===== src/design/bpp_pkg.sv =====
// Shared types and constants for the buzzer pattern player.
// Used by bpp_channel, buzzer_pattern_player_unit and the verification files; no dependencies.
`timescale 1ns / 1ps
`default_nettype none

package bpp_pkg;

  localparam int NUM_CHANNELS = 4;
  localparam int PAT_BITS     = 32;
  localparam int POS_W        = $clog2(PAT_BITS + 1);
  localparam int IDX_W        = $clog2(PAT_BITS);
  localparam int OUT_W        = 4;
  localparam int CFG_W        = 3;
  localparam int REP_W        = 8;
  localparam int IN_PAT_W     = 32;

  typedef enum logic [1:0] {
    OP_TICK  = 2'd0,
    OP_START = 2'd1,
    OP_STOP  = 2'd2
  } opcode_e;

  typedef struct packed {
    opcode_e               opcode;
    logic [1:0]            channel;
    logic [IN_PAT_W-1:0]   pattern;
    logic [REP_W-1:0]      repeat_count;
  } in_item_t;

  typedef struct packed {
    logic [OUT_W-1:0] buzz_levels;
    logic [OUT_W-1:0] busy_mask;
    logic             rejected;
  } out_item_t;

  // Per-channel command for the transfer that moves to the result register
  typedef struct packed {
    logic                advance;
    logic                load;
    logic                clear;
    logic [PAT_BITS-1:0] pattern;
    logic [REP_W-1:0]    repeats;
  } chan_cmd_t;

  // Channel status after the update
  typedef struct packed {
    logic level;
    logic busy;
  } chan_stat_t;

endpackage

`default_nettype wire


===== src/design/bpp_channel.sv =====
// One buzzer channel: pattern, bit position, repeat count and drive level.
// Depends on bpp_pkg.
`timescale 1ns / 1ps
`default_nettype none

module bpp_channel (
  input  logic                clk_i,
  input  logic                rst_ni,
  input  bpp_pkg::chan_cmd_t  cmd_i,
  output bpp_pkg::chan_stat_t stat_o
);
  import bpp_pkg::*;

  logic [PAT_BITS-1:0] pattern_q, pattern_d;
  logic [POS_W-1:0]    pos_q, pos_d;
  logic [REP_W-1:0]    rep_q, rep_d;
  logic                drive_q, drive_d;

  logic [POS_W-1:0]    pos_inc;
  logic [IDX_W-1:0]    bit_idx;
  logic [REP_W-1:0]    rep_dec;

  always_comb begin
    pattern_d = pattern_q;
    pos_d     = pos_q;
    rep_d     = rep_q;
    drive_d   = drive_q;
    pos_inc   = pos_q + 1'b1;
    bit_idx   = IDX_W'(POS_W'(PAT_BITS) - pos_inc);
    rep_dec   = rep_q - 1'b1;
    priority if (cmd_i.clear) begin
      // stop keeps the bit position
      drive_d   = 1'b0;
      pattern_d = '0;
      rep_d     = '0;
    end else if (cmd_i.load) begin
      pattern_d = cmd_i.pattern;
      rep_d     = cmd_i.repeats;
    end else if (cmd_i.advance && (pattern_q != '0)) begin
      if (pos_q >= POS_W'(PAT_BITS)) begin
        // gap tick after the last bit; count zero wraps around
        drive_d = 1'b0;
        pos_d   = '0;
        rep_d   = rep_dec;
        if (rep_dec == '0) begin
          pattern_d = '0;
        end
      end else begin
        pos_d   = pos_inc;
        drive_d = pattern_q[bit_idx];
      end
    end
  end

  always_ff @(posedge clk_i or negedge rst_ni) begin
    if (!rst_ni) begin
      pattern_q <= '0;
      pos_q     <= '0;
      rep_q     <= '0;
      drive_q   <= 1'b0;
    end else begin
      pattern_q <= pattern_d;
      pos_q     <= pos_d;
      rep_q     <= rep_d;
      drive_q   <= drive_d;
    end
  end

  assign stat_o.level = drive_d;
  assign stat_o.busy  = |pattern_d;

endmodule

`default_nettype wire


===== src/design/buzzer_pattern_player_unit.sv =====
// Top level of the buzzer pattern player: input register, channel array,
// result register and the channel-count register. Depends on bpp_pkg, bpp_channel.
//
//  port group   dir  handshake            payload
//  in_*         in   in_valid_i/in_stall_o   bpp_pkg::in_item_t
//  out_*        out  out_valid_o/out_stall_i bpp_pkg::out_item_t
//  cfg_*        in   cfg_valid_i/cfg_ready_o channels in use, 3 bits
//
// One item per cycle sustained while the result register is not stalled; each item
// goes from the input register to the result register, all channels updating in parallel as it moves.
// The result register holds under out_stall_i; the input register keeps taking
// items while the result register is free or being drained in the same cycle.
// Reset clears all channel state and the channel count; no clearing pass.
// cfg_ready_o is always high.
`timescale 1ns / 1ps
`default_nettype none

module buzzer_pattern_player_unit (
  input  logic                         clk_i,
  input  logic                         rst_ni,
  input  logic                         in_valid_i,
  output logic                         in_stall_o,
  input  bpp_pkg::in_item_t            in_data_i,
  output logic                         out_valid_o,
  input  logic                         out_stall_i,
  output bpp_pkg::out_item_t           out_data_o,
  input  logic                         cfg_valid_i,
  output logic                         cfg_ready_o,
  input  logic [bpp_pkg::CFG_W-1:0]    cfg_data_i
);
  import bpp_pkg::*;

  in_item_t   in_q;
  logic       in_vld_q;
  out_item_t  out_q, out_d;
  logic       out_vld_q;
  logic [CFG_W-1:0] cfg_q;

  logic       move_w;
  logic       is_cmd;
  logic       ch_ok;

  chan_cmd_t               cmd_w   [NUM_CHANNELS];
  chan_stat_t              stat_w  [NUM_CHANNELS];
  logic [NUM_CHANNELS-1:0] level_w;
  logic [NUM_CHANNELS-1:0] busy_w;

  assign move_w      = in_vld_q && (!out_vld_q || !out_stall_i);
  assign in_stall_o  = in_vld_q && !move_w;
  assign cfg_ready_o = 1'b1;

  assign is_cmd = (in_q.opcode == OP_START) || (in_q.opcode == OP_STOP);
  assign ch_ok  = ({1'b0, in_q.channel} < cfg_q) && (32'(in_q.channel) < NUM_CHANNELS);

  for (genvar c = 0; c < NUM_CHANNELS; c++) begin : g_ch
    logic hit;
    assign hit = move_w && ch_ok && (32'(in_q.channel) == c);

    always_comb begin
      cmd_w[c].advance = move_w && (in_q.opcode == OP_TICK) && (32'(cfg_q) > c);
      cmd_w[c].load    = hit && (in_q.opcode == OP_START);
      cmd_w[c].clear   = hit && (in_q.opcode == OP_STOP);
      cmd_w[c].pattern = PAT_BITS'(in_q.pattern);
      cmd_w[c].repeats = in_q.repeat_count;
    end

    bpp_channel u_chan (
      .clk_i  (clk_i),
      .rst_ni (rst_ni),
      .cmd_i  (cmd_w[c]),
      .stat_o (stat_w[c])
    );

    assign level_w[c] = stat_w[c].level;
    assign busy_w[c]  = stat_w[c].busy;
  end

  always_comb begin
    out_d.buzz_levels = OUT_W'(level_w);
    out_d.busy_mask   = OUT_W'(busy_w);
    out_d.rejected    = is_cmd && !ch_ok;
  end

  always_ff @(posedge clk_i or negedge rst_ni) begin
    if (!rst_ni) begin
      in_vld_q  <= 1'b0;
      out_vld_q <= 1'b0;
      cfg_q     <= '0;
    end else begin
      if (!in_stall_o) begin
        in_vld_q <= in_valid_i;
      end
      if (move_w) begin
        out_vld_q <= 1'b1;
      end else if (!out_stall_i) begin
        out_vld_q <= 1'b0;
      end
      if (cfg_valid_i && cfg_ready_o) begin
        cfg_q <= cfg_data_i;
      end
    end
  end

  always_ff @(posedge clk_i) begin
    if (in_valid_i && !in_stall_o) begin
      in_q <= in_data_i;
    end
    if (move_w) begin
      out_q <= out_d;
    end
  end

  assign out_valid_o = out_vld_q;
  assign out_data_o  = out_q;

  // a tick never reports a rejection
  a_tick_not_rejected: assert property (@(posedge clk_i) disable iff (!rst_ni)
    move_w && (in_q.opcode == OP_TICK) |=> out_vld_q && !out_q.rejected)
    else $error("tick produced a rejected result");

  // with no channels in use every start or stop is rejected
  a_zero_cfg_rejects: assert property (@(posedge clk_i) disable iff (!rst_ni)
    move_w && (cfg_q == '0) && is_cmd |=> out_q.rejected)
    else $error("command accepted with no channels in use");

  // input side stalls only behind a full, stalled result register
  a_stall_cause: assert property (@(posedge clk_i) disable iff (!rst_ni)
    in_stall_o |-> in_vld_q && out_vld_q && out_stall_i)
    else $error("input stalled without a blocked result");

  // an item leaving the input register always produces a result next cycle
  a_move_lands: assert property (@(posedge clk_i) disable iff (!rst_ni)
    move_w |=> out_vld_q)
    else $error("transfer to result register lost");

endmodule

`default_nettype wire


===== config.mk =====
export PLATFORM = sky130hd
export DESIGN_NAME = buzzer_pattern_player_unit
export DESIGN_NICKNAME = d
export VERILOG_FILES = /design/src/design/bpp_pkg.sv /design/src/design/bpp_channel.sv /design/src/design/buzzer_pattern_player_unit.sv
export SDC_FILE = /design/constraint.sdc
export NUM_CORES = 1
export LEC_CHECK = 0
export CELL_PAD_IN_SITES_DETAIL_PLACEMENT = 1
export CELL_PAD_IN_SITES_GLOBAL_PLACEMENT = 2
export CORE_UTILIZATION = 48
export CTS_CLUSTER_DIAMETER = 40
export DETAILED_ROUTE_END_ITERATION = 10
export DONT_BUFFER_PORTS = 1
export PLACE_DENSITY_LB_ADDON = 0.2
export SLEW_MARGIN = 30
export SYNTH_ARGS = -nofsm -noshare
export SYNTH_HDL_FRONTEND = slang
export SYNTH_SLANG_ARGS = --single-unit

===== constraint.sdc =====
create_clock -name clk_i -period 8 [get_ports clk_i]
set_input_delay 0.4 -clock clk_i [delete_from_list [all_inputs] [get_ports clk_i]]
set_output_delay 0.4 -clock clk_i [all_outputs]
set_load 0.02 [all_outputs]

==> flow_metrics.env, run 1 <==
export IMPL_status="finished, final reports clean"
export IMPL_r2r_end="out_data_o[7]$_DFFE_PP_"
export IMPL_hp_class="in2reg"
export IMPL_tns_ns=0
export IMPL_numPlacedInstances=1274
export IMPL_tritoncts="done"
export IMPL_hold_ws_ns=0.04571
export IMPL_synth_cells=996
export IMPL_nNetsFinal=1113
export IMPL_totalWireLength_um=35480
export IMPL_die_width_um=161.3
export IMPL_synth_area_mm2=0.01219
export IMPL_worstMarginPinSlew_ns=0.7455
export IMPL_cp_required_ns=8.24
export IMPL_fp_coreArea_mm2=0.02460
export IMPL_drtIter0Drc=818
export IMPL_clock_path_buffers=3
export IMPL_hold_depth=2
export IMPL_ys_async_sr_fraction_pct=78.46
export IMPL_critPathLaunchType="flip-flop"
export IMPL_dpl_cell_area_mm2=0.01238
export IMPL_synth_edff_count=53
export IMPL_arrival_ns=3.70
export IMPL_r2r_slack_ns=4.54
export IMPL_hold_viol_final=0
export IMPL_yosysWarnings=0
export IMPL_routed_via_density=6.346
export IMPL_die_h_um=161.3
export IMPL_ios=64
export IMPL_maxSlewViolCount=0
export IMPL_finClkSkew_ns=0.02019
export IMPL_clkLatencyLatePin_ns=0.53
export IMPL_finalSetupViolCount=0
export IMPL_ir_worst_vdd_uv=205.2
export IMPL_path_clk_slew_ns=0.06
export IMPL_worst_path_max_fanout=14
export IMPL_ys_seq_area_share_pct=52.68
export IMPL_io_buffers=0
export IMPL_cts_made_buffers=39
export IMPL_vias=8853
export IMPL_synth_distinct_cells=73
export IMPL_areaGrowthSynthToFinish_pct=16.76
export IMPL_reg2regPathDepth=8
export IMPL_ys_flop_type="dfrtp_1"
export IMPL_place_hpwl_um=21980
export IMPL_synth_nets=1068
export IMPL_p_total_mw=4.840
export IMPL_power_leakage_nw=6.059
export IMPL_final_area_mm2=0.01423
export IMPL_rows=57
export IMPL_layout_drive_gt1_share_pct=14.01
export IMPL_cts_setup_buffers=0
export IMPL_slew_headroom_pct=50.17
export IMPL_maxCapViolations=0
export IMPL_die_area_mm2=0.02603
export IMPL_min_to="cfg_q[1]$_DFFE_PN0P_"
export IMPL_final_cell_mix="dfrtp_1, a22o_1, nand2_1, edfxtp_1, nor2_1"
export IMPL_routabilityCongestion=0.8148
export IMPL_end_kind="flip-flop"
export IMPL_criticalPathCategory="reg2reg"
export IMPL_grt_pass1_vias=9261
export IMPL_start_util_pct=49.53
export IMPL_fin_cells=1395
export IMPL_grt_ovfl_total=0
export IMPL_grtUsageTotal_pct=27.99
export IMPL_drc=0
export IMPL_cts_sinks=246
export IMPL_hp_start="cfg_data_i[1]"
export IMPL_period_minus_slack_ns=3.464
export IMPL_grt_pass1_wl_um=55180
export IMPL_synth_avg_cell_area_um2=12.24
export IMPL_cts_root_buf="clkbuf_16"
export IMPL_grt_max_degree=194
export IMPL_power_density_mw_per_mm2=340.1
export IMPL_max_clock_freq_mhz=288.7
export IMPL_timing_rr_start="g_ch[2].u_chan.pos_q[0]$_DFFE_PN0P_"
export IMPL_rsz0062_at_grt="false"
export IMPL_ant_nets=0
export IMPL_layout_commonest_cell="dfrtp_1"
export IMPL_htree_num_levels=2
export IMPL_wl_per_cell_um=25.43
export IMPL_grt_antenna_before_repair=0
export IMPL_dr_pass1_iters=5
export IMPL_ys_seq_elements=246
export IMPL_period_share_pct=43.30
export IMPL_n_antenna_cell=0
==> Yosys cell counts, drive strengths merged, types with 4 or more instances <==
cell type / n / area share [%]
buf: 32 / 1.8
nand3b: 6 / 0.37
dfrtp: 193 / 40
edfxtp: 53 / 13
or2: 4 / 0.21
a21oi: 22 / 0.97
a21o: 5 / 0.37
o31ai: 12 / 0.78
or3: 5 / 0.26
xor2: 10 / 0.72
o21ai: 34 / 1.4
nor2b: 7 / 0.36
o2111ai: 5 / 0.36
nand2: 56 / 1.9
nor2: 53 / 1.7
nor3: 27 / 1.1
o211ai: 4 / 0.33
nor4: 49 / 2.7
nand3: 29 / 1.2
and4: 8 / 0.57
mux4: 34 / 6.3
nand2b: 19 / 1.0
ha: 20 / 2.1
a22o: 133 / 9.6
xnor2: 21 / 1.5
mux2i: 33 / 2.7
a211oi: 17 / 1.3
inv: 37 / 1.1
clkbuf: 23 / 0.71
==> what timing repair did <==
| item | 4_1_cts | 5_1_grt |
|---|---|---|
| hold endpoints to repair | 241 | 79 |
| gates resized for setup | 0 | 0 |
| hold buffers | 48 | 1 |
==> worst max-delay path by stage <==
| stage | from | endpoint | slack, ns | cells past startpoint |
|---|---|---|---|---|
| after floorplan | g_ch[0].u_chan.pos_q[0]$_DFFE_PN0P_ | out_data_o[5]$_DFFE_PP_ | 5.05 | 11 |
| after global placement | g_ch[2].u_chan.pos_q[0]$_DFFE_PN0P_ | out_data_o[7]$_DFFE_PP_ | 4.66 | 8 |
| after detailed placement | g_ch[2].u_chan.pos_q[0]$_DFFE_PN0P_ | out_data_o[7]$_DFFE_PP_ | 4.50 | 8 |
| after CTS | g_ch[2].u_chan.pos_q[0]$_DFFE_PN0P_ | out_data_o[7]$_DFFE_PP_ | 4.49 | 8 |
| after global routing | g_ch[2].u_chan.pos_q[0]$_DFFE_PN0P_ | out_data_o[7]$_DFFE_PP_ | 4.26 | 8 |
| final | g_ch[2].u_chan.pos_q[0]$_DFFE_PN0P_ | out_data_o[7]$_DFFE_PP_ | 4.54 | 8 |
==> final cells by class <==
cell class,count,area [µm²]
Clock buffer,46,1075
Clock inverter,25,244.0
Fill cell,2447,10370
Inverter,37,138.9
Multi-Input combinational cell,658,5344
Sequential cell,246,6421
Tap cell,324,405.4
Timing Repair Buffer,59,603.1
==> worst max-delay path, cell delays in order, from the launching register on <==
cell and delay, ns:
dfrtp_1 0.76, inv_1 0.17, ha_1 0.62, nand3_1 0.17, o211a_1 0.18, a2111oi_2 0.47, mux4_2 0.38, mux2i_1 0.30
o31ai_2 0.11
==> state kept, by name (all words and copies together), names as in the netlist <==
name / flops
g_ch.u_chan.rep_q: 32
g_ch.u_chan.drive_q: 4
in_vld_q: 1
in_q: 4
out_valid_o: 1
cmd_w: 40
out_data_o: 9
cfg_q: 3
g_ch.u_chan.pos_q: 24
g_ch.u_chan.pattern_q: 128
==> where the power goes <==
group	leakage [nW]	internal, mW	switching, mW
logic	2.43	0.631	0.575
registers	2.99	1.55	0.372
clock network	0.639	1.07	0.640
==> logic make-up after synthesis <==
group	after synthesis	synth area share (%)
xor+xnor	31	2.228
fa+ha+maj	20	2.053
flops	246	52.68
buf+inv	92	3.634
compound gates	258	17.77
simple gates	280	12.51
other cells	1	0.03077
mux	68	9.085
==> per-stage QoR <==
step / setup slack (ns) / utilization, %
after detailed placement: 4.498 / 50.30
after floorplan: 5.050 / -
final: 4.536 / 57.84
after CTS: 4.495 / 57.69
after global placement: 4.658 / 50.28
after global routing: 4.264 / 57.84
==> layer usage <==
layer  up-vias  routed length [µm]  share of wire, %  GRT usage [%]
met5         -                   0                 0              0
met4         0                1095               3.1          10.68
met3        72                1782               5.0          4.006
met2       319               17050                48          44.34
met1      4537               15550                44          39.23
li1       3925                   -                 -              -
Power figures use the tool's default switching activity.
==> run 2, diff against run 1 <==
--- a/config.mk
+++ b/config.mk
@@ -7,7 +7,7 @@
 export LEC_CHECK = 0
 export CELL_PAD_IN_SITES_DETAIL_PLACEMENT = 1
 export CELL_PAD_IN_SITES_GLOBAL_PLACEMENT = 2
-export CORE_UTILIZATION = 48
+export CORE_UTILIZATION = 40
 export CTS_CLUSTER_DIAMETER = 40
 export DETAILED_ROUTE_END_ITERATION = 10
 export DONT_BUFFER_PORTS = 1
==> constraint.sdc (replaced) <==
create_clock -name clk_i -period 2.9 [get_ports clk_i]
set_input_delay 0.145 -clock clk_i [delete_from_list [all_inputs] [get_ports clk_i]]
set_output_delay 0.145 -clock clk_i [all_outputs]
set_load 0.02 [all_outputs]
==> run 2 against run 1 <==
Critical path type unchanged. Sequential share of layout area is 1.5 points lower. Global-route usage is 3.5 points lower. The flow now finishes with violations (hold timing). Power grew to 2.9 times the previous value. Sequential power grew to 2.7 times the previous value. Worst hold slack worse by 0.73 ns. Clock skew is 0.0080 ns higher. Core utilization is 8.4 points lower. Highest routed layer unchanged. Largest power group is now the clock network. Clock power grew to 3.1 times the previous value. Routed wire length is 3.6% higher. Combinational power grew to 2.9 times the previous value. Count of clock-buffer cells in the layout is 1 higher. Cell area is 3.5% higher.
==> flow_metrics.env, run 2 (synthesis gave the netlist of run 1 again) <==
export IMPL_layout_commonest_cell="dfrtp_1"
export IMPL_place_hpwl_um=23510
export IMPL_power_density_mw_per_mm2=957.6
export IMPL_clock_path_buffers=3
export IMPL_tritoncts="done"
export IMPL_die_width_um=176.6
export IMPL_grtUsageTotal_pct=24.48
export IMPL_timing_rr_start="g_ch[0].u_chan.pos_q[0]$_DFFE_PN0P_"
export IMPL_status="complete, but fails checks"
export IMPL_io_buffers=0
export IMPL_die_area_mm2=0.03117
export IMPL_arrival_ns=3.01
export IMPL_rsz0062_at_grt="false"
export IMPL_r2r_end="out_data_o[5]$_DFFE_PP_"
export IMPL_grt_ovfl_total=0
export IMPL_period_minus_slack_ns=2.731
export IMPL_fp_coreArea_mm2=0.02980
export IMPL_end_kind="flip-flop"
export IMPL_dr_pass1_iters=4
export IMPL_slew_headroom_pct=56.48
export IMPL_layout_drive_gt1_share_pct=16.50
export IMPL_cts_sinks=246
export IMPL_ios=64
export IMPL_tns_ns=0
export IMPL_hold_buffers=51
export IMPL_finClkSkew_ns=0.02815
export IMPL_hp_class="in2async"
export IMPL_top_register="g_ch.u_chan.pattern_q"
export IMPL_finalSetupViolCount=0
export IMPL_ant_nets=0
export IMPL_worst_path_max_fanout=8
export IMPL_r2r_slack_ns=0.17
export IMPL_power_leakage_nw=6.291
export IMPL_post_cts_resize_count=0
export IMPL_path_clk_slew_ns=0.05
export IMPL_cp_required_ns=3.18
export IMPL_areaGrowthSynthToFinish_pct=20.86
export IMPL_htree_num_levels=2
export IMPL_routabilityCongestion=0.7665
export IMPL_hold_viol_final=193
export IMPL_criticalPathCategory="reg2reg"
export IMPL_grt_pass1_vias=9384
export IMPL_rows=63
export IMPL_totalWireLength_um=36740
export IMPL_max_clock_freq_mhz=366.1
export IMPL_drc=0
export IMPL_nNetsFinal=1147
export IMPL_start_util_pct=40.90
export IMPL_ir_worst_vdd_uv=714.1
export IMPL_final_area_mm2=0.01473
export IMPL_hold_ws_ns=-0.6875
export IMPL_period_share_pct=94.19
export IMPL_p_total_mw=14.11
export IMPL_final_cell_mix="dfrtp_1, a22o_1, nand2_1, edfxtp_1, dlygate4sd3_1"
export IMPL_maxSlewViolCount=0
export IMPL_largest_reg_flops=128
export IMPL_routed_via_density=5.961
export IMPL_worstMarginPinSlew_ns=0.6528
export IMPL_critPathLaunchType="flip-flop"
export IMPL_cts_made_buffers=43
export IMPL_die_h_um=176.6
export IMPL_n_antenna_cell=0
export IMPL_maxCapViolations=0
export IMPL_reg2regPathDepth=9
export IMPL_vias=8936
export IMPL_drtIter0Drc=715
export IMPL_grt_max_degree=194
export IMPL_wl_per_cell_um=24.51
export IMPL_dpl_cell_area_mm2=0.01269
export IMPL_cts_root_buf="clkbuf_16"
export IMPL_grt_antenna_before_repair=0
export IMPL_grt_pass1_wl_um=57550
export IMPL_clkLatencyLatePin_ns=0.56
export IMPL_failed_checks="hold timing"
==> run 2: changes by cell type in the layout (fill, tap and decap cells not counted), sizes merged <==
cell	change
dlygate4sd3	+3
clkinvlp	-1
inv	-1
clkbuf	+1
buf	+27
bufinv	+5
clkinv	+4
==> run 2: per-layer routing <==
metal / routed length, µm / GRT usage, % / part of all wire, % / vias to the layer above
li1: - / - / - / 3997
met1: 16680 / 34.03 / 45 / 4629
met2: 17400 / 39.26 / 47 / 250
met3: 1768 / 3.833 / 4.8 / 60
met4: 903 / 7.579 / 2.5 / 0
met5: 0 / 0 / 0 / -
==> run 2: report_power, final <==
part           switching, mW  internal, mW
clock network           1.91          3.47
registers              0.895          4.29
logic                   1.70          1.83
total                   4.51          9.60
==> run 2: worst max-delay path by stage <==
stage / from / end
floorplan: g_ch[3].u_chan.pos_q[0]$_DFFE_PN0P_ / out_data_o[8]$_DFFE_PP_
global placement: g_ch[3].u_chan.pos_q[1]$_DFFE_PN0P_ / out_data_o[8]$_DFFE_PP_
detailed placement: g_ch[3].u_chan.pos_q[1]$_DFFE_PN0P_ / out_data_o[8]$_DFFE_PP_
CTS: g_ch[3].u_chan.pos_q[1]$_DFFE_PN0P_ / out_data_o[8]$_DFFE_PP_
global route: g_ch[0].u_chan.pos_q[0]$_DFFE_PN0P_ / out_data_o[5]$_DFFE_PP_
finish: g_ch[0].u_chan.pos_q[0]$_DFFE_PN0P_ / out_data_o[5]$_DFFE_PP_
==> run 2: cell type report <==
class,count,area [µm²]
fill,3082,15070
clock buffer,47,1091
timing repair buffer,89,820.8
sequential,246,6421
clock inverter,32,431.7
tap,390,488.0
inverter,37,138.9
multi-input combinational,658,5339
==> run 2: worst max-delay path, stage by stage (launching register included) <==
cell and delay, ns:
dfrtp_1 0.50, inv_1 0.08, ha_1 0.35, nand2b_1 0.18, a41o_1 0.25, a311oi_2 0.47, mux2i_1 0.30, mux2i_1 0.10
mux2i_1 0.15, o21ai_1 0.09
==> run 2: per-stage QoR <==
stage	hold slack [ns]	util, %	cells	setup slack (ns)
2_1_floorplan	-0.1506	-	996	0.05072
6_report	-0.6875	49.44	1499	0.1685
3_3_place_gp	-0.1420	42.59	1368	0.1854
4_1_cts	-0.7214	49.41	1498	0.1619
3_5_place_dp	-0.1427	42.59	1368	0.1906
5_1_grt	-0.7117	49.44	1499	0.04753
==> run 2: repair_timing <==
action | CTS | global route
hold endpoints to repair | 242 | 193
setup endpoints to repair | 0 | 1
setup buffers | 0 | 1
==> run 3, diff against run 2 <==
--- a/config.mk
+++ b/config.mk
@@ -7,11 +7,12 @@
 export LEC_CHECK = 0
 export CELL_PAD_IN_SITES_DETAIL_PLACEMENT = 1
 export CELL_PAD_IN_SITES_GLOBAL_PLACEMENT = 2
-export CORE_UTILIZATION = 40
+export CORE_UTILIZATION = 48
 export CTS_CLUSTER_DIAMETER = 40
 export DETAILED_ROUTE_END_ITERATION = 10
 export DONT_BUFFER_PORTS = 1
 export PLACE_DENSITY_LB_ADDON = 0.2
+export SETUP_SLACK_MARGIN = 0.4
 export SLEW_MARGIN = 30
 export SYNTH_ARGS = -nofsm -noshare
 export SYNTH_HDL_FRONTEND = slang
==> constraint.sdc (replaced) <==
create_clock -name clk_i -period 3.5 [get_ports clk_i]
set_input_delay 0.175 -clock clk_i [delete_from_list [all_inputs] [get_ports clk_i]]
set_output_delay 0.175 -clock clk_i [all_outputs]
set_load 0.02 [all_outputs]
==> run 3 against run 2 <==
The flow still finishes with violations (hold timing). Sequential share of layout area grew 1.3 points. Flip-flop and latch count is the same. Sequential power shrank 17%. Register-to-register slack gained 0.49 ns. Via count shrank 0.38%. Routed wire length shrank 0.17%. Power shrank 22%. First-iteration DRC count shrank 7.7%.
==> flow_metrics.env, run 3 (synthesis gave the netlist of run 1 again) <==
export IMPL_finClkSkew_ns=0.03754
export IMPL_clock_path_buffers=3
export IMPL_clkLatencyLatePin_ns=0.53
export IMPL_crit_buf_inv=1
export IMPL_power_density_mw_per_mm2=772.6
export IMPL_failed_checks="hold timing"
export IMPL_timing_rr_start="g_ch[1].u_chan.pos_q[1]$_DFFE_PN0P_"
export IMPL_fp_coreArea_mm2=0.02460
export IMPL_period_minus_slack_ns=2.844
export IMPL_drc=0
export IMPL_grt_pass1_vias=9432
export IMPL_die_width_um=161.3
export IMPL_criticalPathCategory="reg2reg"
export IMPL_die_area_mm2=0.02603
export IMPL_ios=64
export IMPL_die_h_um=161.3
export IMPL_cp_cell_sequence="inv_1, ha_1, or3_1, o2111ai_1, o211ai_2, mux2i_1, mux2i_1, mux2i_1, o31ai_1"
export IMPL_grt_max_degree=194
export IMPL_numPlacedInstances=1288
export IMPL_layout_drive_gt1_share_pct=14.88
export IMPL_hold_ws_ns=-0.6387
export IMPL_worst_path_max_fanout=12
export IMPL_hp_class="in2async"
export IMPL_vias=8902
export IMPL_htree_num_levels=2
export IMPL_tns_ns=0
export IMPL_grtUsageTotal_pct=29.12
export IMPL_cp_common_cell="mux2i_1"
export IMPL_rsz0062_at_grt="false"
export IMPL_worstMarginPinSlew_ns=0.6851
export IMPL_crit_slowest_cell="ha_1"
export IMPL_n_fill_cell=2449
export IMPL_finalSetupViolCount=0
export IMPL_totalWireLength_um=36680
export IMPL_areaGrowthSynthToFinish_pct=17.41
export IMPL_drtIter0Drc=660
export IMPL_wl_per_cell_um=26.09
export IMPL_routabilityCongestion=0.8036
export IMPL_largest_reg_flops=128
export IMPL_slew_headroom_pct=54.33
export IMPL_dr_pass1_iters=5
export IMPL_maxCapViolations=0
export IMPL_path_depth=9
export IMPL_max_stage_delay_ns=0.50
export IMPL_cp_required_ns=3.78
export IMPL_status="complete, but fails checks"
export IMPL_power_leakage_nw=6.097
export IMPL_grt_antenna_before_repair=0
export IMPL_rows=57
export IMPL_max_clock_freq_mhz=351.7
export IMPL_hold_viol_final=193
export IMPL_n_antenna_cell=0
export IMPL_nNetsFinal=1126
export IMPL_grt_ovfl_total=0
export IMPL_cts_root_buf="clkbuf_16"
export IMPL_end_kind="flip-flop"
export IMPL_period_share_pct=81.25
export IMPL_path_clk_slew_ns=0.06
export IMPL_final_cell_mix="dfrtp_1, a22o_1, nand2_1, edfxtp_1, dlygate4sd3_1"
export IMPL_start_util_pct=49.53
export IMPL_startpoint="g_ch[1].u_chan.pos_q[1]$_DFFE_PN0P_"
export IMPL_grt_pass1_wl_um=57380
export IMPL_reg2regPathDepth=9
export IMPL_place_hpwl_um=22680
export IMPL_cts_sinks=246
export IMPL_layout_commonest_cell="dfrtp_1"
export IMPL_arrival_ns=3.13
export IMPL_io_buffers=0
export IMPL_fin_cells=1406
export IMPL_critPathLaunchType="flip-flop"
export IMPL_ir_worst_vdd_uv=484.4
export IMPL_ant_nets=0
export IMPL_tritoncts="done"
export IMPL_top_register="g_ch.u_chan.pattern_q"
export IMPL_routed_via_density=6.331
export IMPL_cts_made_buffers=37
export IMPL_hold_buffers=51
export IMPL_maxSlewViolCount=0
export IMPL_cp_top_family="compound AO/OA/AOI/OAI gates"
run 3: changes by cell type in the layout (fill, tap and decap cells not counted), sizes merged:
cell      before  now
buf           38   23
bufinv         8    4
clkbuf        47   42
clkinv        15    9
clkinvlp       4    6
inv           42   43
run 3: worst paths after layout:
path | to | slack (ns)
max in group asynchronous | g_ch[1].u_chan.pattern_q[28]$_DFF_PN0_ | 3.74
min reg2reg | g_ch[2].u_chan.drive_q$_DFF_PN0_ | 0.49
max | out_data_o[6]$_DFFE_PP_ | 0.66
max reg2reg | out_data_o[6]$_DFFE_PP_ | 0.66
min | g_ch[0].u_chan.rep_q[5]$_DFFE_PN0P_ | -0.64
min in group clk_i | cmd_w[16]$_DFFE_PP_ | 0.20
run 3: repair_timing:
item	in CTS	in global routing
resized for setup	0	1
endpoints found under the setup margin	0	1
hold endpoints to repair	246	193
buffers inserted	0	0
run 3: area by class of cell:
class	instances	area, µm²	area share, %
Multi-Input combinational cell	658	5346	37.36
Inverter	37	138.9	0.9705
Clock inverter	25	292.8	2.046
Timing Repair Buffer	74	708.2	4.949
Clock buffer	42	997.2	6.969
Tap cell	324	405.4	2.833
Sequential cell	246	6421	44.87
run 3: report_power, final:
group	internal [mW]	total, mW	switching [mW]	leakage [nW]
registers	3.55	4.31	0.757	2.99
clock network	2.39	3.85	1.47	0.614
logic	1.49	2.89	1.40	2.49
total	7.43	11.1	3.63	6.10
run 3: metrics by stage:
| step | area, µm² | worst slack [ns] | total power [mW] | hold WS, ns | utilization (%) |
|---|---|---|---|---|---|
| 2_1_floorplan | 12190 | 0.5501 | 6.357 | -0.1206 | - |
| 3_3_place_gp | 12500 | 0.6764 | 7.043 | -0.1152 | 50.81 |
| 3_5_place_dp | 12500 | 0.6072 | 7.148 | -0.1133 | 50.82 |
| 4_1_cts | 14300 | 0.5634 | 11.09 | -0.6686 | 58.13 |
| 5_1_grt | 14310 | 0.5182 | 11.59 | -0.6686 | 58.16 |
| 6_report | 14310 | 0.6564 | 11.06 | -0.6387 | 58.16 |
run 3: routing by layer:
layer,wire length (µm),vias to the layer above,track usage [%]
met4,1027,0,9.348
li1,-,3952,-
met5,0,-,0
met3,1944,74,4.622
met2,17980,270,47.92
met1,15730,4606,39.64
